==> src/gti_pkg.sv <==
// Shared constants and handshake types for the grid trilinear interpolator.
package gti_pkg;

   // Fixed-point formats
   localparam int unsigned DataWidth = 32;
   localparam int unsigned FracWidth = 17;
   localparam logic [FracWidth-1:0] FracOne  = 17'h10000;
   localparam logic [FracWidth-1:0] FracHalf = 17'h08000;

   // Parameter defaults and fixed limits
   localparam int unsigned AxisMaxDefault   = 16;
   localparam int unsigned ValuesMaxDefault = 8;
   localparam int unsigned QueryMax         = 8;
   localparam int unsigned AxisCount        = 3;

   // Item modes
   localparam logic [1:0] ModeAxisLoad  = 2'd0;
   localparam logic [1:0] ModeValueLoad = 2'd1;
   localparam logic [1:0] ModeQuery     = 2'd2;

   // Register indexes
   localparam logic [2:0] CsrQueryLinear = 3'd0;
   localparam logic [2:0] CsrSpaceDim    = 3'd1;
   localparam logic [2:0] CsrCountX      = 3'd2;
   localparam logic [2:0] CsrCountY      = 3'd3;
   localparam logic [2:0] CsrCountZ      = 3'd4;
   localparam logic [2:0] CsrValueCount  = 3'd5;
   localparam logic [2:0] CsrQueryCount  = 3'd6;
   localparam logic [2:0] CsrQueryMap    = 3'd7;

   // Divider request and response
   typedef struct packed {
      logic        start;
      logic [31:0] num;
      logic [31:0] den;
   } div_req_type;

   typedef struct packed {
      logic                 done;
      logic [FracWidth-2:0] quo;
   } div_rsp_type;

endpackage

==> src/gti_lerp.sv <==
// Shared lerp unit: a + (b - a) * f, round half up, one register after the multiply.
module gti_lerp (
   input  logic                                  clock,
   input  logic signed [gti_pkg::DataWidth-1:0] lerp_a,
   input  logic signed [gti_pkg::DataWidth-1:0] lerp_b,
   input  logic        [gti_pkg::FracWidth-1:0] lerp_f,
   output logic signed [gti_pkg::DataWidth-1:0] lerp_y
);
   import gti_pkg::*;

   localparam int unsigned PW    = DataWidth + FracWidth + 2;
   localparam int unsigned SW    = PW + 1;
   localparam int unsigned Shift = FracWidth - 1;
   localparam logic signed [SW-1:0] ValHi =
      {{(SW - DataWidth + 1){1'b0}}, {(DataWidth - 1){1'b1}}};
   localparam logic signed [SW-1:0] ValLo = ~ValHi;
   localparam logic signed [SW-1:0] Half  = SW'(FracHalf);

   logic signed [DataWidth:0] diff;
   logic signed [PW-1:0]      prod_in, prod_ff;
   logic signed [DataWidth-1:0] a_ff;
   logic signed [SW-1:0]      sum, q;

   // Multiply stage
   always_comb begin
      diff    = {lerp_b[DataWidth-1], lerp_b} - {lerp_a[DataWidth-1], lerp_a};
      prod_in = diff * $signed({1'b0, lerp_f});
   end

   always_ff @(posedge clock) begin
      prod_ff <= prod_in;
      a_ff    <= lerp_a;
   end

   // Add, floor shift, saturate
   always_comb begin
      sum = (SW'(a_ff) <<< Shift) + SW'(prod_ff) + Half;
      q   = sum >>> Shift;
      if (q > ValHi) begin
         lerp_y = ValHi[DataWidth-1:0];
      end else if (q < ValLo) begin
         lerp_y = ValLo[DataWidth-1:0];
      end else begin
         lerp_y = q[DataWidth-1:0];
      end
   end

endmodule

==> config.mk <==
export PLATFORM = sky130hd
export DESIGN_NAME = gti_lerp
export DESIGN_NICKNAME = d
export VERILOG_FILES = /design/src/gti_pkg.sv /design/src/gti_lerp.sv
export SDC_FILE = /design/constraint.sdc
export NUM_CORES = 2
export LEC_CHECK = 0
export BUFFER_PORTS_ARGS = -buffer_cell sky130_fd_sc_hd__buf_2
export CORE_UTILIZATION = 25
export DETAILED_ROUTE_END_ITERATION = 10
export PLACE_DENSITY_LB_ADDON = 0.2
export SLEW_MARGIN = 0
export SYNTH_ARGS = -nofsm -noshare
export SYNTH_HDL_FRONTEND = slang
export SYNTH_SLANG_ARGS = --single-unit
==> constraint.sdc <==
create_clock -name clock -period 13.3 [get_ports clock]
set_input_delay 2.66 -clock clock [delete_from_list [all_inputs] [get_ports clock]]
set_output_delay 2.66 -clock clock [all_outputs]
set_load 0.1 [all_outputs]
== Word-level counts from Yosys, hierarchy flattened ==
Cells that the tools add are included.
Word-level totals
  word-level logic and storage cells: 10
  bits in registers: 83
Operators by class
  multiply operators: 1
  mux-type cells: 2
  order comparisons: 2
  $add $sub $neg: 3
Operator list (count)
  32-bit two-way mux: 2
  48-bit by 51-bit adder with 52-bit output: 1
  52-bit by 17-bit adder with 52-bit output (second input constant): 1
  33-bit by 18-bit multiplier with 51-bit output: 1
  36-bit by 32-bit greater-than comparator with 1-bit output (second input constant): 1
  36-bit by 32-bit less-than comparator with 1-bit output (second input constant): 1
  32-bit by 32-bit subtractor with 33-bit output: 1

== Depth between registers and ports, before layout ==
  word-level depth: 5
  depth in mapped cells: 35
  mapped depth without buffers: 33

== Worst setup path after synthesis ==
Ideal clock, no wire load.
  kind: input port to flip-flop
  from: input lerp_b[0] in the netlist's numbering
  to: register prod_ff[46]
  setup slack: 2.877 ns
  library setup time: 0.106 ns
  data arrival time: 10.317 ns
  buffers on the path: 2
  cell stages on the path: 33
  cell sequence: inv_1 ha_1 fa_1 nor2b_1 o21a_1 o21ai_1 a211oi_1 o21ai_0 a21boi_0 o21a_1 or3_1 clkbuf_1 clkbuf_1 nand3_1 fa_1 inv_1 fa_1 fa_1 fa_1 fa_1 inv_1 fa_1 inv_1 ha_1 a21oi_1 inv_1 a21oi_1 o221ai_1 a31o_2 o2111ai_1 a21oi_1 or4b_1 o311ai_0
On the way
  word-level cells in the longest chain between the ends: 2
Ends and longest elaborated chain
  from (decl): RTL line gti_lerp.sv:5  | input logic signed [gti_pkg::DataWidth-1:0] lerp_b,
  32-bit by 32-bit subtractor with 33-bit output: RTL line gti_lerp.sv:26  | diff = {lerp_b[DataWidth-1], lerp_b} - {lerp_a[DataWidth-1], lerp_a};
  33-bit by 18-bit multiplier with 51-bit output: RTL line gti_lerp.sv:27  | prod_in = diff * $signed({1'b0, lerp_f});
  named net prod_in[46]: RTL line gti_lerp.sv:20  | logic signed [PW-1:0] prod_in, prod_ff;
  to (signal assigned): RTL line gti_lerp.sv:31  | prod_ff <= prod_in;
  to (decl): RTL line gti_lerp.sv:20
The timed path passes the listed nets, and every way through them passes these cells.

== Final worst setup path ==
  from: input lerp_a[0] in the netlist's numbering
  to: register prod_ff[46]
On the way
  word-level cells in the longest chain between the ends: 2
Ends and longest elaborated chain
  from (decl): RTL line gti_lerp.sv:4  | input logic signed [gti_pkg::DataWidth-1:0] lerp_a,
  32-bit by 32-bit subtractor with 33-bit output: RTL line gti_lerp.sv:26
  33-bit by 18-bit multiplier with 51-bit output: RTL line gti_lerp.sv:27
  named net prod_in[46]: RTL line gti_lerp.sv:20
The timed path passes the listed nets, and every way through them passes these cells.

==> flow_summary.rst <==
.. list-table::
   :header-rows: 1

   * - Metric
     - Value
   * - Result of the run
     - finished, final reports clean
   * - Max capacitance violation total
     - 0
   * - Final worst path period need
     - 11490 ps
   * - Chip Height
     - 318 µm
   * - Syn_area_per_cell
     - 8.61 µm²
   * - Measured slew at the worst slew-check pin
     - 1100 ps
   * - Count of unique library cells instantiated by Yosys
     - 73
   * - Number of vias per cell after detailed routing
     - 4.47
   * - Sequential area share after synthesis
     - 5.47%
   * - Floorplan Core Area
     - 98600 µm²
   * - Most common flop cell mapped by yosys
     - sky130_fd_sc_hd__dfxtp_1
   * - Setup TNS
     - 0 ps
   * - GRT Resource Usage Total
     - between 10% and 20%
   * - Vias in the first global route
     - 20400
   * - Count of state elements after synthesis
     - 68
   * - Vias after detailed routing
     - 18900
   * - Worst min-delay path category
     - in2reg
   * - Post-CTS Setup Repair Bufs
     - 0
   * - Critical path's slowest cell
     - sky130_fd_sc_hd__or3_1
   * - Overflow left after global routing
     - 0
   * - Final Hold Violating Endpoints
     - 0
   * - Syn Nets
     - 3694
   * - Most frequent cells in the layout
     - 690 x sky130_fd_sc_hd__inv_1, 536 x sky130_fd_sc_hd__fa_1, 357 x sky130_fd_sc_hd__nand2_1
   * - Part of the cycle the worst path needs
     - 86.4%
   * - Clock input transition at the sequential cells of the worst setup and hold paths
     - 70 ps
   * - TritonCTS clock tree
     - done
   * - 1st-pass router iterations
     - 5
   * - Most frequent cell on the critical path
     - sky130_fd_sc_hd__fa_1
   * - Critical path start-end classification
     - in2reg
   * - Synth top area share
     - 43.1%
   * - Number of buffers created by CTS
     - 9
   * - Post-Syn Instances
     - between 2000 and 3000
   * - Largest fanout of any net on the critical path
     - 17
   * - Initial Util
     - 25.3%
   * - Cell area reported after detailed placement
     - 26900 µm²
   * - Most frequent standard cell in the layout excluding fill and tap cells
     - sky130_fd_sc_hd__inv_1
   * - Setup Viol. Count Final
     - 0
   * - I/O pins
     - 114
   * - Horizontal extent of the die
     - 318 µm
   * - Cell at the root of the clock tree
     - sky130_fd_sc_hd__clkbuf_16
   * - Number of buffers inserted by hold repair at cts
     - 0
   * - Category of the worst setup path capture point
     - register
   * - Peak clock frequency supported by timing
     - 87.1 MHz
   * - Count of nets after finishing
     - approximately 3700
   * - Area used by sequential logic in the layout
     - 1360 µm²
   * - Routability-driven placement congestion ratio
     - 0.822
   * - Post-CTS resize count
     - 0
   * - HPWL after detailed placement
     - 60900 µm
   * - Number of flops mapped to enable cells by yosys
     - 0
   * - Level count of the clock H-tree
     - 3
   * - Area of all placed cells without fillers
     - 27300 µm²
   * - Final ANT Viol Nets
     - 0
   * - Maximum single-stage delay on the critical path
     - 680 ps
   * - Maximum clock path buffer count
     - 2
   * - Critical path data required time
     - 13570 ps
   * - Total Routed Length
     - a little under 80000 µm
   * - Worst max-slew margin expressed relative to the limit
     - 26.6%
   * - Number of synthesis warnings
     - 0
   * - Routed length per placed instance
     - 18.5 µm
   * - Fraction of layout cells with a size suffix above 1
     - 7.31%
   * - Sink Count
     - 68
   * - Layout area overhead
     - 9.45%
   * - Biggest area contributors in the synthesized netlist
     - sky130_fd_sc_hd__fa_1 43%, sky130_fd_sc_hd__inv_1 10%, sky130_fd_sc_hd__ha_1 9.2%, sky130_fd_sc_hd__dfxtp_1 5.5%, sky130_fd_sc_hd__nand2_1 5.4%
   * - Sort of element at the start of the critical path
     - input pin
   * - Die Outline Area
     - about 100000 µm²
   * - Wire length of the first global-routing pass
     - 124000 µm
   * - Number of placement rows
     - 115
   * - Arrival time worst endpoint
     - 11760 ps
   * - Cell taking the most area after synthesis
     - sky130_fd_sc_hd__fa_1
   * - Pin count of the biggest net entering global routing
     - 38
   * - Final-layout fill cell count
     - 10700
   * - First DRT Iteration DRCs
     - 1139
   * - Port Buf Inserts
     - 113
   * - Slew Limit Fails
     - 0
   * - Cell Area, Synth
     - 24900 µm²
   * - DRC errors left
     - 0
   * - Total area of multi-input combinational cells
     - 20500 µm²
   * - Unrepaired setup endpoints after global routing
     - no
   * - Proportion of synthesized flip-flops having asynchronous set or reset
     - 0%
   * - Initial antenna violation count
     - 6
-- metal layers --
metal | wire length, µm | vias to the layer above | track usage [%]
li1 | - | 8828 | -
met1 | 38500 | 9685 | 23.1
met2 | 36300 | 335 | 26.2
met3 | 2510 | 50 | 1.17
met4 | 1030 | 4 | 2.96
met5 | 30 | - | 0
-- stage by stage --
step	instances	hold WS [ps]	utilization (%)	setup slack [ps]
after floorplan	2892	2690	-	2880
after global placement	4211	2780	27.3	1420
after detailed placement	4211	2790	27.3	1360
after CTS	4227	2390	27.6	1720
after global routing	4227	2410	27.6	1230
final	4228	2410	27.7	1810
-- synth_stat cells (3+ instances only) --
master                        n
sky130_fd_sc_hd__or2_2        4
sky130_fd_sc_hd__o21bai_1     7
sky130_fd_sc_hd__a41oi_1      5
sky130_fd_sc_hd__a311oi_1     3
sky130_fd_sc_hd__dfxtp_1     68
sky130_fd_sc_hd__and3_1      35
sky130_fd_sc_hd__nand2_1    357
sky130_fd_sc_hd__a21boi_0     8
sky130_fd_sc_hd__inv_1      690
sky130_fd_sc_hd__and2_1     184
sky130_fd_sc_hd__clkbuf_1    99
sky130_fd_sc_hd__xnor2_2      3
sky130_fd_sc_hd__buf_2       19
sky130_fd_sc_hd__o21ai_0     48
sky130_fd_sc_hd__buf_1        6
sky130_fd_sc_hd__a211oi_1    11
sky130_fd_sc_hd__ha_1       184
sky130_fd_sc_hd__o41ai_2      3
sky130_fd_sc_hd__a41o_1       3
sky130_fd_sc_hd__nor2_1      72
sky130_fd_sc_hd__fa_1       536
sky130_fd_sc_hd__mux2i_1      9
sky130_fd_sc_hd__o21ai_1     42
sky130_fd_sc_hd__nor2b_1     38
sky130_fd_sc_hd__a31oi_1     12
sky130_fd_sc_hd__o31ai_1      5
sky130_fd_sc_hd__mux2_1       3
sky130_fd_sc_hd__nand2b_1    35
sky130_fd_sc_hd__xnor2_1     54
sky130_fd_sc_hd__or3_1       10
sky130_fd_sc_hd__nor4_1       3
sky130_fd_sc_hd__a21oi_1     89
sky130_fd_sc_hd__o21a_1      26
sky130_fd_sc_hd__nor3_1      23
sky130_fd_sc_hd__and4_1       5
sky130_fd_sc_hd__mux2_2      10
sky130_fd_sc_hd__o2111ai_1    5
sky130_fd_sc_hd__nand3_1     48
sky130_fd_sc_hd__nand4_1     12
sky130_fd_sc_hd__xor2_1      26
sky130_fd_sc_hd__o211ai_1    10
sky130_fd_sc_hd__a21o_1      41
-- area by class of cell --
cell class | instances | area share (%)
clock buffers | 9 | 0.826
repair buffers | 157 | 3.29
flip-flops and latches | 68 | 4.99
diodes | 1 | 0.00918
multi-input cells | 2009 | 75.2
well taps | 1287 | 5.91
inverters | 690 | 9.50
clock inverters | 7 | 0.303
-- worst paths after layout --
check	start	to	slack [ps]	depth (start not counted)
worst max-delay path	lerp_a[0]	prod_ff[46]	1810	32
worst min-delay path	lerp_a[25]	a_ff[25]	2410	1
-- cells by family (layout without fill, tap and decap cells) --
group                    Yosys count  in the layout  synth area share (%)
AO/OA/AOI/OAI                    348            348                  9.34
XOR/XNOR                          83             83                  3.01
adder cells (fa/ha/maj)          720            720                  52.3
buffers and inverters            815            863                  12.4
flip-flops                        68             68                  5.47
multiplexers                      23             23                  1.01
other                              0              1                     0
AND/OR/NAND/NOR                  835            835                  16.4
-- worst max-delay path: cells and delay by family --
kind	cells	cell delay, ps
buffers and inverters	5	350
AO/OA/AOI/OAI	14	3260
AND/OR/NAND/NOR	4	1620
adder cells (fa/ha/maj)	9	3880
-- sequential cells by signal, summed over array words and instances (netlist names) --
signal   count
a_ff        32
prod_ff     36
Power is not shown: default switching activity piles up to over one toggle a cycle in this logic, so the estimate is an artifact.
