### config.mk
export PLATFORM = sky130hd
export DESIGN_NAME = gti_div
export DESIGN_NICKNAME = d
export VERILOG_FILES = /design/src/gti_pkg.sv /design/src/gti_div.sv
export SDC_FILE = /design/constraint.sdc
export NUM_CORES = 1
export LEC_CHECK = 0
export BUFFER_PORTS_ARGS = -buffer_cell sky130_fd_sc_hd__buf_2
export CORE_MARGIN = 8
export CORE_UTILIZATION = 40
export DETAILED_ROUTE_END_ITERATION = 8
export GPL_TIMING_DRIVEN = 0
export PLACE_DENSITY_LB_ADDON = 0.12
export SLEW_MARGIN = 20
export SYNTH_ARGS = -nofsm -noshare
export SYNTH_HDL_FRONTEND = slang
export SYNTH_SLANG_ARGS = --single-unit
### constraint.sdc
create_clock -name clock -period 3.3 [get_ports clock]
set_input_delay 0.165 -clock clock [delete_from_list [all_inputs] [get_ports clock]]
set_output_delay 0.165 -clock clock [all_outputs]
set_load 0.01 [all_outputs]
### src/gti_pkg.sv
// Shared constants and handshake types for the grid trilinear interpolator.
package gti_pkg;

   // Fixed-point formats
   localparam int unsigned DataWidth = 32;
   localparam int unsigned FracWidth = 17;
   localparam logic [FracWidth-1:0] FracOne  = 17'h10000;
   localparam logic [FracWidth-1:0] FracHalf = 17'h08000;

   // Parameter defaults and fixed limits
   localparam int unsigned AxisMaxDefault   = 16;
   localparam int unsigned ValuesMaxDefault = 8;
   localparam int unsigned QueryMax         = 8;
   localparam int unsigned AxisCount        = 3;

   // Item modes
   localparam logic [1:0] ModeAxisLoad  = 2'd0;
   localparam logic [1:0] ModeValueLoad = 2'd1;
   localparam logic [1:0] ModeQuery     = 2'd2;

   // Register indexes
   localparam logic [2:0] CsrQueryLinear = 3'd0;
   localparam logic [2:0] CsrSpaceDim    = 3'd1;
   localparam logic [2:0] CsrCountX      = 3'd2;
   localparam logic [2:0] CsrCountY      = 3'd3;
   localparam logic [2:0] CsrCountZ      = 3'd4;
   localparam logic [2:0] CsrValueCount  = 3'd5;
   localparam logic [2:0] CsrQueryCount  = 3'd6;
   localparam logic [2:0] CsrQueryMap    = 3'd7;

   // Divider request and response
   typedef struct packed {
      logic        start;
      logic [31:0] num;
      logic [31:0] den;
   } div_req_type;

   typedef struct packed {
      logic                 done;
      logic [FracWidth-2:0] quo;
   } div_rsp_type;

endpackage

### src/gti_div.sv
// Bit-serial restoring divider giving the Q0.16 fraction num * 2^16 / den, num < den.
module gti_div (
   input  logic                clock,
   input  logic                reset,
   input  gti_pkg::div_req_type div_req,
   output gti_pkg::div_rsp_type div_rsp
);
   import gti_pkg::*;

   localparam int unsigned Steps = FracWidth - 1;

   logic [31:0]      rem_ff, rem_in;
   logic [31:0]      den_ff, den_in;
   logic [Steps-1:0] quo_ff, quo_in;
   logic [4:0]       cnt_ff, cnt_in;
   logic             run_ff, run_in;
   logic             done_ff, done_in;
   logic [32:0]      shifted;

   // One quotient bit per cycle
   always_comb begin
      rem_in  = rem_ff;
      den_in  = den_ff;
      quo_in  = quo_ff;
      cnt_in  = cnt_ff;
      run_in  = run_ff;
      done_in = 1'b0;
      shifted = {rem_ff, 1'b0};
      if (div_req.start) begin
         rem_in = div_req.num;
         den_in = div_req.den;
         quo_in = '0;
         cnt_in = 5'(Steps);
         run_in = 1'b1;
      end else if (run_ff) begin
         if (shifted >= {1'b0, den_ff}) begin
            rem_in = 32'(shifted - {1'b0, den_ff});
            quo_in = {quo_ff[Steps-2:0], 1'b1};
         end else begin
            rem_in = shifted[31:0];
            quo_in = {quo_ff[Steps-2:0], 1'b0};
         end
         cnt_in = cnt_ff - 5'd1;
         if (cnt_ff == 5'd1) begin
            run_in  = 1'b0;
            done_in = 1'b1;
         end
      end
   end

   // Control
   always_ff @(posedge clock) begin
      if (reset) begin
         run_ff  <= 1'b0;
         done_ff <= 1'b0;
         cnt_ff  <= '0;
      end else begin
         run_ff  <= run_in;
         done_ff <= done_in;
         cnt_ff  <= cnt_in;
      end
   end

   // Datapath
   always_ff @(posedge clock) begin
      rem_ff <= rem_in;
      den_ff <= den_in;
      quo_ff <= quo_in;
   end

   assign div_rsp.done = done_ff;
   assign div_rsp.quo  = quo_ff;

endmodule

Word-level counts from Yosys, hierarchy flattened
Cells that the tools add are included.
{"block": "totals", "register_bits": 87, "output_inout_bits": 17, "input_bits": 67, "mem_bits_ro": 0, "ramBits": 0, "elab_cells": 25, "n_memories": 0, "latch_bits": 0}
{"block": "op_classes", "add_sub_neg": 2, "n_mux": 10, "bitwise_logic": 1, "magnitude_cmp": 1, "div_mod_pow": 0, "n_reduce_logical": 3, "shifts": 0, "eq_ne": 1, "mul": 0}
{"operator": "$mux W32", "count": 3}
{"operator": "$ge A33 B32 Y1", "count": 1}
{"operator": "$sub A32 B32 Y32", "count": 1}
{"operator": "$mux W5", "count": 2}
{"operator": "$eq A5 B1 Y1 const B", "count": 1}
{"operator": "$mux W1", "count": 5}
{"operator": "$sub A5 B1 Y5 const B", "count": 1}
{"operator": "$reduce_or A3 Y1", "count": 1}
{"operator": "$reduce_bool A2 Y1", "count": 1}
{"operator": "$reduce_or A2 Y1", "count": 1}
{"operator": "$not A1 Y1", "count": 1}

Depth between registers and ports, before layout
Gate-level depths: netlist of run 1.
{"block": "logic_depth", "depth_word": 4, "ltp_mapped": 15, "mapped_depth_nobuf": 11}

Worst setup path before layout of run 1
OpenSTA, ideal clock, no wires.
{"block": "synth_path", "path_type": "register -> register", "startpoint": "reg rem_ff[13]", "endpoint": "reg rem_ff[28], data pin", "path_buffers": 3, "period_less_slack_ps": 2838, "arrival_time_ps": 2581, "path_slack_ps": 462, "t_required_ps": 3044, "setup_ps": 256, "path_stages_with_launch": 14, "path_cell_list": "edfxtp_1 ha_1 buf_2 and4_1 nand2_1 a211o_1 a31oi_4 a221oi_4 a31o_1 buf_6 buf_6 nor4_2 o21ai_1 a22o_1"}
{"block": "synth_via", "elab_chain_len": 4, "word_cells_on_any_way": 5, "cone_classes": "add/sub (1); order compare (1); mux (3)"}
{"item": "start: declaration", "line": "gti_div.sv:12", "source": "logic [31:0] rem_ff, rem_in;"}
{"item": "start signal: assignment", "line": "gti_div.sv:66", "source": "rem_ff <= rem_in;"}
{"item": "$sub A32 B32 Y32 / $ge A33 B32 Y1 (equally long branches)", "line": "gti_div.sv:37, gti_div.sv:36"}
{"item": "$mux W32 *", "line": "gti_div.sv:36", "source": "if (shifted >= {1'b0, den_ff}) begin"}
{"item": "$mux W32 *", "line": "gti_div.sv:35", "source": "end else if (run_ff) begin"}
{"item": "$mux W32 *", "line": "gti_div.sv:29", "source": "if (div_req.start) begin"}
{"item": "net rem_in[28]", "line": "gti_div.sv:12"}
The timed path passes the listed nets; every way through them passes the cells marked *. The select of a mux whose other input is x is not followed.
A chain may end at the register's enable or synchronous reset.

Worst setup path after layout of run 1
{"block": "layout_path", "startpoint": "reg rem_ff[0]", "endpoint": "reg rem_ff[28], data pin"}
The elaborated chain is that of the path after synthesis.

==> summary.txt, run 1 <==
Die
  – Die Width: about 130 um
  – Row count: 42
  – Top Ports: 84
  – Chip height: 132.1 um
  – Die area: 0.01745 sq mm
  – Initial Utilization: 0.4088
  – Core footprint: 0.01319 sq mm

Layout
  – Multi-input gate area in the final layout: 0.002760 sq mm
  – Design Area, Final: between 0.006 and 0.007 sq mm
  – Register Area: 0.002382 sq mm
  – Fraction of final layout cells sized beyond drive strength 1: 0.1814
  – Net count, final: 797
  – Commonest non-fill, non-tap cells in the layout: 87 x sky130_fd_sc_hd__buf_2, 64 x sky130_fd_sc_hd__edfxtp_1, 56 x sky130_fd_sc_hd__nor2_1, 55 x sky130_fd_sc_hd__a21oi_1, 50 x sky130_fd_sc_hd__nand2_1
  – Area Overhead vs Synth: 23.76%
  – Cell Count, Final, Fillers Out: 877
  – Most frequent standard cell in the layout excluding fill and tap cells: sky130_fd_sc_hd__buf_2
  – # fillers: between 1000 and 1500

Power
  – Lkg Pwr: about 2.9 nW
  – Design Power: 0.004863 W
  – Cell Pwr Density: approximately 730 mW/mm^2
  – Largest vdd supply drop: 0.0003685 V

Clock tree
  – Clock Tree Root: sky130_fd_sc_hd__clkbuf_16
  – Clock sink count: 87
  – Bufs on Longest Clock Path: 2
  – Clk slew on worst S/H paths: 0.06 ns
  – Number of buffers added by the clock tree synthesis step: 9
  – Clock tree from TritonCTS: done
  – Clk Latency, worst-skew pair: 0.34 ns
  – H-Tree Level Count: 3

STA
  – Setup skew after layout: 0.007337 ns
  – Final Worst Setup Slack: 0.1284 ns
  – Setup violations, final: 0
  – Fin. max-slew vios: 0
  – Period utilization: 0.9611
  – Hold WS: 0.01097 ns
  – Fmax: about 0.32 GHz
  – Min cycle time layout: 3.172 ns
  – Worst slew pin tran: approximately 1 ns
  – Count of final hold-check violations: 0
  – Unrepaired setup endpoints after global routing: true
  – Rel. slew slack: 0.3520

Place
  – Post-detailed-placement half-perimeter wirelength: ~11000 um
  – Final weighted congestion of routability-driven global placement: 0.8845
  – DP Cell Count: 829
  – Setup slack after placement: -0.02782 ns
  – Area post-placement: 0.006028 sq mm
  – Port Buffers: 83

Yosys
  – Total standard cell area after synthesis: 0.005393 sq mm
  – Syn avg cell area: 9.461 sq um
  – Number of distinct library cell variants in the gate-level netlist after synthesis: 58
  – Async S/R FF share, synth: 0
  – Leading register cell type out of synthesis: sky130_fd_sc_hd__edfxtp_1
  – Number of synthesized flops with an enable pin: 64
  – Synth Net Count: 672
  – Sequential fraction of the synthesis area: 0.4418
  – Warnings from Yosys: 0
  – Flops & latches, synth: 87
  – Cell count after synthesis: 570

Flow run
  – Max-cap violation count: 0

Routing
  – Iter 0 DRT Violations: about 310
  – Vias: 4549
  – Remaining routing DRC violations: 0
  – Number of vias per cell: 5.187
  – Final ANT Viol Nets: 0
  – Detailed Routing Iterations Pass 1: 4
  – Routed wire per std cell: 16.66 um
  – Final WL: approximately 15000 um

Min path
  – Hold Crit Class: input port to register

Critical path
  – Startpoint type of the worst setup path: register
  – Worst EP required: 3.40 ns
  – Worst setup path category: register to register
  – Crit end category: register
  – Worst Path Arrival: roughly 3.3 ns
  – Highest net fanout along the worst path: 4

GRT
  – Remaining global-route overflow: 0
  – First-pass GRT wire length: 23650 um
  – Initial antenna violation count: 1
  – Pin count of the biggest net entering global routing: 34
  – Global routing usage summed across all routing layers: 0.1678
  – Vias in the first global route: ~4600

Run status
  – Status: finished, final reports clean
## per-layer routing
layer  global-route usage  part of all wire  up-vias
met3              0.03125             0.046       13
met2               0.2625              0.45       98
met5                    0                 0        -
met4              0.06126             0.015        0
li1                     -                 -     2295
met1               0.2255              0.49     2143
## worst paths after layout
kind / startpoint / endpoint / slack, ns / depth (start not counted)
worst max-delay path: rem_ff[0] / rem_ff[28] / 0.13 / 11
worst max register to register: rem_ff[0] / rem_ff[28] / 0.13 / 11
worst min-delay path: div_req[31] / den_ff[31] / 0.01 / 1
worst min register to register: quo_ff[15] / quo_ff[15] / 0.50 / 2
## synth_stat cells (3+ instances only)
master | number | share of area
sky130_fd_sc_hd__a211oi_1 | 8 | 0.011
sky130_fd_sc_hd__mux2i_1 | 23 | 0.043
sky130_fd_sc_hd__xor2_1 | 16 | 0.026
sky130_fd_sc_hd__clkbuf_1 | 16 | 0.011
sky130_fd_sc_hd__nor3_1 | 10 | 0.0093
sky130_fd_sc_hd__nor2_1 | 56 | 0.039
sky130_fd_sc_hd__nand2b_1 | 11 | 0.013
sky130_fd_sc_hd__ha_1 | 34 | 0.079
sky130_fd_sc_hd__o21ai_0 | 44 | 0.041
sky130_fd_sc_hd__nor2b_1 | 3 | 0.0035
sky130_fd_sc_hd__nand3_1 | 8 | 0.0074
sky130_fd_sc_hd__a21o_1 | 15 | 0.021
sky130_fd_sc_hd__or3_1 | 4 | 0.0046
sky130_fd_sc_hd__dfxtp_1 | 23 | 0.085
sky130_fd_sc_hd__and3_1 | 3 | 0.0035
sky130_fd_sc_hd__a21oi_1 | 57 | 0.053
sky130_fd_sc_hd__buf_2 | 6 | 0.0056
sky130_fd_sc_hd__o211ai_1 | 4 | 0.0056
sky130_fd_sc_hd__edfxtp_1 | 64 | 0.36
sky130_fd_sc_hd__nand2_1 | 50 | 0.035
sky130_fd_sc_hd__nand4_1 | 3 | 0.0035
sky130_fd_sc_hd__xnor2_1 | 14 | 0.023
sky130_fd_sc_hd__o21a_1 | 7 | 0.0097
sky130_fd_sc_hd__inv_1 | 41 | 0.029
sky130_fd_sc_hd__o31ai_1 | 4 | 0.0056
## critical path: stages (launching register included)
cell                       delay, ns
sky130_fd_sc_hd__edfxtp_1       0.37
sky130_fd_sc_hd__inv_1          0.08
sky130_fd_sc_hd__fa_1           0.46
sky130_fd_sc_hd__nand2b_1       0.20
sky130_fd_sc_hd__a211oi_2       0.34
sky130_fd_sc_hd__o21ai_1        0.20
sky130_fd_sc_hd__a311o_1        0.35
sky130_fd_sc_hd__nand3_1        0.21
sky130_fd_sc_hd__a211oi_1       0.13
sky130_fd_sc_hd__nor4_2         0.25
sky130_fd_sc_hd__o21ai_1        0.14
sky130_fd_sc_hd__a22o_1         0.19
## metrics by stage
stage            util  setup TNS (ns)
3_5_place_dp   0.4570        -0.07116
4_1_cts        0.5028               0
3_3_place_gp   0.4570         -0.1434
5_1_grt        0.5060       -0.005039
6_report       0.5060               0
2_1_floorplan       -               0
## layout make-up
class,count,area share
multi-input combinational,413,0.4136
sequential,87,0.3570
clock buffer,13,0.03918
inverter,42,0.02362
buffer,27,0.02100
timing repair buffer,115,0.1099
tap,176,0.03300
clock inverter,3,0.002437
antenna,1,0.0003750
## logic make-up after synthesis
logic type / Yosys count / share of synthesized area
AO/OA/AOI/OAI: 160 / 0.1840
multiplexers: 25 / 0.04687
AND/OR/NAND/NOR: 163 / 0.1418
flip-flops: 87 / 0.4418
adder cells (fa/ha/maj): 35 / 0.08260
XOR/XNOR: 30 / 0.04872
buffers and inverters: 70 / 0.05429
## state kept, by name, indices dropped and copies added (netlist names)
signal / cells
done_ff: 1
cnt_ff: 5
run_ff: 1
quo_ff: 16
rem_ff: 32
den_ff: 32
## repair_timing
item | CTS | global route
hold endpoints to repair | 31 | 0
setup endpoints to repair | 5 | 16
pin swaps | 1 | 3
cloned | 0 | 0
hold buffers | 31 | 0
gates resized for setup | 3 | 13
setup buffers | 1 | 0
## power breakdown
group          switching, W  total [W]  internal (W)
registers         0.0000955    0.00150       0.00141
clock network      0.000424   0.000979      0.000555
logic               0.00140    0.00238      0.000982
total               0.00192    0.00486       0.00294
(Power assumes the default switching activity.)
==> inputs of run 2 (changes only) <==
==> constraint.sdc (replaced) <==
create_clock -name clock -period 2.7 [get_ports clock]
set_input_delay 0.135 -clock clock [delete_from_list [all_inputs] [get_ports clock]]
set_output_delay 0.135 -clock clock [all_outputs]
set_load 0.01 [all_outputs]
==> run 2 against run 1 <==
  * The run now ends with setup timing left
  * Worst hold slack better by 0.039 ns
  * Combinational power up 74%
  * Register-to-register slack worse by 0.37 ns
  * Power up 49%
  * Critical endpoint is now rem_ff[27]
  * Clock power up 26%
  * Setup slack worse by 0.37 ns
  * Final area up 12%
  * Global-route usage up 0.50 points
  * Sequential power up 25%
  * Clock skew up 0.0024 ns
  * Largest cell class unchanged
==> summary.txt, run 2 (same netlist as run 1, synthesis figures left out) <==
GRT
  – First-pass GRT wire length: 24680 um
  – Remaining global-route overflow: 0
  – Pin count of the biggest net entering global routing: 34
  – Global routing usage summed across all routing layers: 0.1728
  – Initial antenna violation count: 0
  – Vias in the first global route: approximately 5000

Power
  – Logic pwr share: 0.572
  – Switching Fraction: 0.3970
  – Lkg Pwr: 3.174 nW
  – Cell Pwr Density: 968.2 mW/mm^2
  – Switch Pwr: 0.002879 W
  – Internal power of the cells: 0.004373 W
  – Part of the power in the clock network: 0.170
  – Largest vdd supply drop: 0.0004887 V
  – Design Power: 0.007252 W
  – Flop pwr share: 0.258

Routing
  – Number of vias per cell: 5.211
  – Iter 0 DRT Violations: between 200 and 300
  – Vias: 4758
  – Routed wire per std cell: 16.88 um
  – Detailed Routing Iterations Pass 1: 4
  – Final WL: 15410 um
  – Remaining routing DRC violations: 0
  – Final ANT Viol Nets: 0

Clock tree
  – Clk slew on worst S/H paths: 0.06 ns
  – H-Tree Level Count: 3
  – Clock sink count: 87
  – Number of buffers added by the clock tree synthesis step: 9
  – Clk Latency, worst-skew pair: approximately 0.35 ns
  – Clock Tree Root: sky130_fd_sc_hd__clkbuf_16
  – Bufs on Longest Clock Path: 2
  – Clock tree from TritonCTS: done

STA
  – Fmax: 0.3399 GHz
  – Worst slew pin tran: 0.8753 ns
  – Count of final hold-check violations: 0
  – Min cycle time layout: 2.942 ns
  – Fin. max-slew vios: 0
  – Final Worst Setup Slack: -0.2422 ns
  – Rel. slew slack: 0.4165
  – Setup skew after layout: between 0.009 and 0.01 ns
  – Period utilization: 1.090
  – Hold WS: 0.04990 ns
  – Setup violations, final: 33
  – Unrepaired setup endpoints after global routing: true

Place
  – Port Buffers: 83
  – DP Cell Count: 829
  – Setup slack after placement: -0.4706 ns
  – Post-detailed-placement half-perimeter wirelength: 10380 um
  – Final weighted congestion of routability-driven global placement: 0.8948

Die
  – Initial Utilization: 0.4088
  – Chip height: 132.1 um
  – Top Ports: 84
  – Row count: 42
  – Die Width: 132.1 um
  – Die area: around 0.017 sq mm
  – Core footprint: 0.01319 sq mm

Critical path
  – Launch point of the worst reg-to-reg path: rem_ff[9]
  – Crit end category: register
  – Reg-to-reg endpoint: rem_ff[27]
  – Top delay family on crit path: compound AO/OA/AOI/OAI gates
  – Startpoint type of the worst setup path: register
  – Slowest-stage cell, CP: sky130_fd_sc_hd__or4_4
  – Highest net fanout along the worst path: 7
  – Worst path bufs/invs: 2
  – Highest cell delay on the worst timing path: 0.47 ns
  – Worst Path Arrival: 3.15 ns
  – Worst-path cell chain: ha_4 -> and3_4 -> nand2_2 -> a211o_1 -> a31oi_4 -> a221oi_4 -> a31o_1 -> buf_6 -> buf_12 -> or4_4 -> nand3_2
  – R2R depth: 11
  – Worst setup path category: register to register
  – R2r setup slk: -0.24 ns
  – Worst EP required: 2.91 ns

Layout
  – # fillers: between 1000 and 1500
  – Area Overhead vs Synth: 38.89%
  – Largest registers: den_ff (32), rem_ff (32), quo_ff (16)
  – Commonest non-fill, non-tap cells in the layout: 84 x sky130_fd_sc_hd__buf_2, 64 x sky130_fd_sc_hd__edfxtp_1, 47 x sky130_fd_sc_hd__nor2_1, 46 x sky130_fd_sc_hd__nand2_1, 40 x sky130_fd_sc_hd__inv_1
  – Net count, final: 834
  – Cell Count, Final, Fillers Out: between 900 and 1000
  – Most frequent standard cell in the layout excluding fill and tap cells: sky130_fd_sc_hd__buf_2
  – Fraction of final layout cells sized beyond drive strength 1: 0.3094
  – ANT cells: 0

Min path
  – Hold wc startpoint: reset
  – Sink of the worst hold path: cnt_ff[4]
  – Hold Crit Class: input port to register
  – Instance count along the most critical hold path: 2

Flow run
  – Max-cap violation count: 0

Run status
  – Status: finished with violations
  – Failing checks: setup timing
==> run 2: changes by cell type in the layout (fill, tap and decap cells not counted), moves of 16 or more <==
cell                      before  now
sky130_fd_sc_hd__a21oi_2       2   18
sky130_fd_sc_hd__o21ai_1       5   29
sky130_fd_sc_hd__buf_4         2   35
sky130_fd_sc_hd__a21oi_1      55   37
sky130_fd_sc_hd__o21ai_0      41   14
==> run 2: how the worst max path moves through the flow <==
stage          startpoint    endpoint  slack, ns  cells past startpoint
5_1_grt         rem_ff[9]  rem_ff[28]      -0.35                     12
4_1_cts        rem_ff[13]  rem_ff[28]      -0.25                     13
6_report        rem_ff[9]  rem_ff[27]      -0.24                     11
3_5_place_dp    rem_ff[4]  rem_ff[27]      -0.47                     13
2_1_floorplan  rem_ff[11]  rem_ff[28]      0.003                     12
3_3_place_gp    rem_ff[9]  rem_ff[27]      -0.45                     13
==> run 2: timing repair <==
item / CTS / global route
resized for setup: 48 / 83
cloned: 1 / 2
pin swaps: 21 / 34
hold buffers: 32 / 0
endpoints found under the hold margin: 32 / 0
setup endpoints to repair: 33 / 65
setup buffers: 23 / 15
==> run 2: layer usage <==
metal	routed length [um]	vias to the layer above	track usage
met2	7276	100	0.2872
met1	7112	2280	0.2152
met3	723	19	0.03582
met4	296	0	0.06573
li1	-	2359	-
met5	0	-	0
==> run 2: cell type report <==
type / count / area, sq um / area share
multi-input cells: 413 / 3162 / 0.4222
flip-flops and latches: 87 / 2382 / 0.3181
repair buffers: 154 / 1096 / 0.1463
clock buffers: 11 / 254.0 / 0.03391
well taps: 176 / 220.2 / 0.02940
plain buffers: 25 / 170.2 / 0.02272
inverters: 42 / 170.2 / 0.02272
clock inverters: 5 / 35.03 / 0.004678
==> run 2: through the flow <==
stage                       util  setup TNS (ns)  instance area, sq um
after global placement    0.4625          -14.77                  6101
final                     0.5678          -4.937                  7490
after global routing      0.5678          -13.39                  7490
after CTS                 0.5377          -5.930                  7092
after floorplan                -               0                  5465
after detailed placement  0.4625          -18.67                  6101
==> run 2: power by group through the flow <==
| stage | Clock [W] | Combinational (W) | Sequential (W) |
|---|---|---|---|
| finish | 0.00123 | 0.00415 | 0.00187 |
| floorplan | 0 | 0.00218 | 0.00183 |
| global route | 0.00132 | 0.00450 | 0.00190 |
| CTS | 0.00126 | 0.00342 | 0.00185 |
| global placement | 0 | 0.00281 | 0.00186 |
| detailed placement | 0 | 0.00283 | 0.00186 |
==> inputs of run 3 (changes only) <==
==> constraint.sdc (replaced) <==
create_clock -name clock -period 3.14 [get_ports clock]
set_input_delay 0.157 -clock clock [delete_from_list [all_inputs] [get_ports clock]]
set_output_delay 0.157 -clock clock [all_outputs]
set_load 0.01 [all_outputs]
==> run 3 against run 2 <==
  * The flow now finishes without violations
  * Largest cell class unchanged
  * Final area fell by 8.2%
  * Flip-flop and latch count did not move
  * Clock skew shrank 0.0011 ns
  * Register-to-register slack improved by 0.30 ns
  * Via count shrank 3.6%
==> summary.txt, run 3 (same netlist as run 1, synthesis figures left out) <==
Critical path
  – Launch point of the critical path: rem_ff[13]
  – Highest cell delay on the worst timing path: 0.39 ns
  – Startpoint type of the worst setup path: register
  – Launch point of the worst reg-to-reg path: rem_ff[13]
  – Crit end category: register
  – Worst Path Arrival: ~3.2 ns
  – R2R depth: 13
  – Cell with the most instances on the worst path: sky130_fd_sc_hd__buf_6
  – Slowest-stage cell, CP: sky130_fd_sc_hd__edfxtp_1
  – Worst setup path category: register to register
  – Reg-to-reg endpoint: rem_ff[28]
  – R2r setup slk: about 0.061 ns
  – Worst-path cell chain: ha_1 -> buf_6 -> and4_4 -> nand2_1 -> a211o_1 -> a31oi_4 -> a221oi_4 -> a31o_1 -> buf_6 -> buf_12 -> nor4_4 -> o21ai_2 -> a22o_1
  – Highest net fanout along the worst path: 10
  – Worst EP required: between 3 and 4 ns

Die
  – Top Ports: 84
  – Die area: between 0.015 and 0.02 sq mm
  – Row count: between 40 and 50
  – Chip height: 132.1 um
  – Initial Utilization: 0.4088
  – Core footprint: 0.01319 sq mm
  – Die Width: between 100 and 150 um

Power
  – Cell Pwr Density: around 780 mW/mm^2
  – Lkg Pwr: 2.939 nW
  – Largest vdd supply drop: 0.0003891 V

Routing
  – Number of vias per cell: just over 5
  – Iter 0 DRT Violations: about 320
  – Routed wire per std cell: ~17 um
  – Remaining routing DRC violations: 0
  – Vias: 4585
  – Detailed Routing Iterations Pass 1: 4
  – Final WL: roughly 15000 um
  – Final ANT Viol Nets: 0

Layout
  – Register Area: 0.002382 sq mm
  – Most frequent standard cell in the layout excluding fill and tap cells: sky130_fd_sc_hd__buf_2
  – Commonest non-fill, non-tap cells in the layout: 85 x sky130_fd_sc_hd__buf_2, 64 x sky130_fd_sc_hd__edfxtp_1, 56 x sky130_fd_sc_hd__nor2_1, 54 x sky130_fd_sc_hd__a21oi_1, 50 x sky130_fd_sc_hd__nand2_1
  – Largest registers: den_ff (32), rem_ff (32), quo_ff (16)
  – Fraction of final layout cells sized beyond drive strength 1: 0.2065
  – Net count, final: 804
  – # fillers: 1294
  – Area Overhead vs Synth: 27.45%
  – Multi-input gate area in the final layout: 0.002879 sq mm

Min path
  – Instance count along the most critical hold path: 2
  – Hold Crit Class: input port to register
  – Hold wc startpoint: reset
  – Sink of the worst hold path: cnt_ff[0]

GRT
  – Initial antenna violation count: 1
  – Vias in the first global route: 4674
  – Remaining global-route overflow: 0
  – Pin count of the biggest net entering global routing: 34
  – First-pass GRT wire length: 23860 um
  – Global routing usage summed across all routing layers: 0.1692

Place
  – Setup slack after placement: -0.1878 ns
  – Port Buffers: 83
  – Final weighted congestion of routability-driven global placement: 0.8845
  – Post-detailed-placement half-perimeter wirelength: ~11000 um

STA
  – Count of final hold-check violations: 0
  – Setup skew after layout: 0.008615 ns
  – Rel. slew slack: 0.3806
  – Period utilization: 0.9804
  – Fmax: 0.3248 GHz
  – Worst slew pin tran: 0.9290 ns
  – Min cycle time layout: 3.079 ns
  – Unrepaired setup endpoints after global routing: true
  – Setup violations, final: 0
  – Final Worst Setup Slack: 0.06149 ns
  – Hold WS: between 0.07 and 0.08 ns
  – Fin. max-slew vios: 0

Clock tree
  – Number of buffers added by the clock tree synthesis step: 9
  – Clock Tree Root: sky130_fd_sc_hd__clkbuf_16
  – Bufs on Longest Clock Path: 2
  – Clock sink count: 87
  – H-Tree Level Count: 3
  – Clock tree from TritonCTS: done
  – Clk slew on worst S/H paths: 0.06 ns
  – Clk Latency, worst-skew pair: approximately 0.34 ns

Flow run
  – Max-cap violation count: 0

Run status
  – Status: finished, final reports clean
run 3: per-layer routing:
metal | part of all wire | global-route usage | wire [um] | up-vias
met5 | 0 | 0 | 0 | -
met1 | 0.48 | 0.2256 | 7145 | 2175
met4 | 0.015 | 0.06063 | 218 | 0
met2 | 0.46 | 0.2682 | 6816 | 94
met3 | 0.044 | 0.03049 | 647 | 13
li1 | - | - | - | 2303
run 3: how the worst max path moves through the flow:
| stage | depth (start not counted) | endpoint | slack, ns |
|---|---|---|---|
| after global routing | 13 | rem_ff[28] | -0.05 |
| final | 13 | rem_ff[28] | 0.06 |
| after global placement | 12 | rem_ff[14] | -0.26 |
| after CTS | 13 | rem_ff[28] | 0.01 |
| after floorplan | 13 | rem_ff[28] | 0.30 |
| after detailed placement | 12 | rem_ff[14] | -0.19 |
run 3: repair_timing:
item | CTS | global route
buffers inserted | 2 | 5
hold endpoints to repair | 32 | 0
setup endpoints to repair | 26 | 26
pin swaps | 3 | 7
gates resized for setup | 16 | 27
hold buffers | 32 | 0
run 3: power breakdown:
part,switching [W],total [W],internal (W),leakage (nW)
logic,0.00154,0.00272,0.00118,1.97
clock network,0.000445,0.00103,0.000584,0.139
registers,0.000110,0.00159,0.00148,0.828
run 3: area by class of cell:
cell class / count / area share
Buffer: 27 / 0.02403
Antenna cell: 1 / 0.0003641
Clock inverter: 3 / 0.002367
Multi-Input combinational cell: 413 / 0.4189
Clock buffer: 13 / 0.03805
Tap cell: 176 / 0.03204
Timing Repair Buffer: 122 / 0.1147
Inverter: 42 / 0.02294
Sequential cell: 87 / 0.3466
run 3: worst max-delay path: cells and delay by family (launching register included):
| family | cells | cell delay (ns) |
|---|---|---|
| AOI/OAI and AO/OA | 6 | 1.16 |
| and+or+nand+nor | 3 | 0.56 |
| buffers and inverters | 3 | 0.41 |
| DFF | 1 | 0.39 |
| adders and majority gates | 1 | 0.31 |
run 3: metrics by stage:
step | total power (W) | TNS [ns] | instances | area, sq um | util
after global placement | 0.003977 | -2.091 | 829 | 6028 | 0.4570
after detailed placement | 0.003991 | -2.121 | 829 | 6028 | 0.4570
final | 0.005333 | 0 | 884 | 6873 | 0.5211
after CTS | 0.005151 | 0 | 878 | 6700 | 0.5080
after global routing | 0.005718 | -0.06695 | 884 | 6873 | 0.5211
after floorplan | 0.003388 | 0 | 570 | 5393 | -
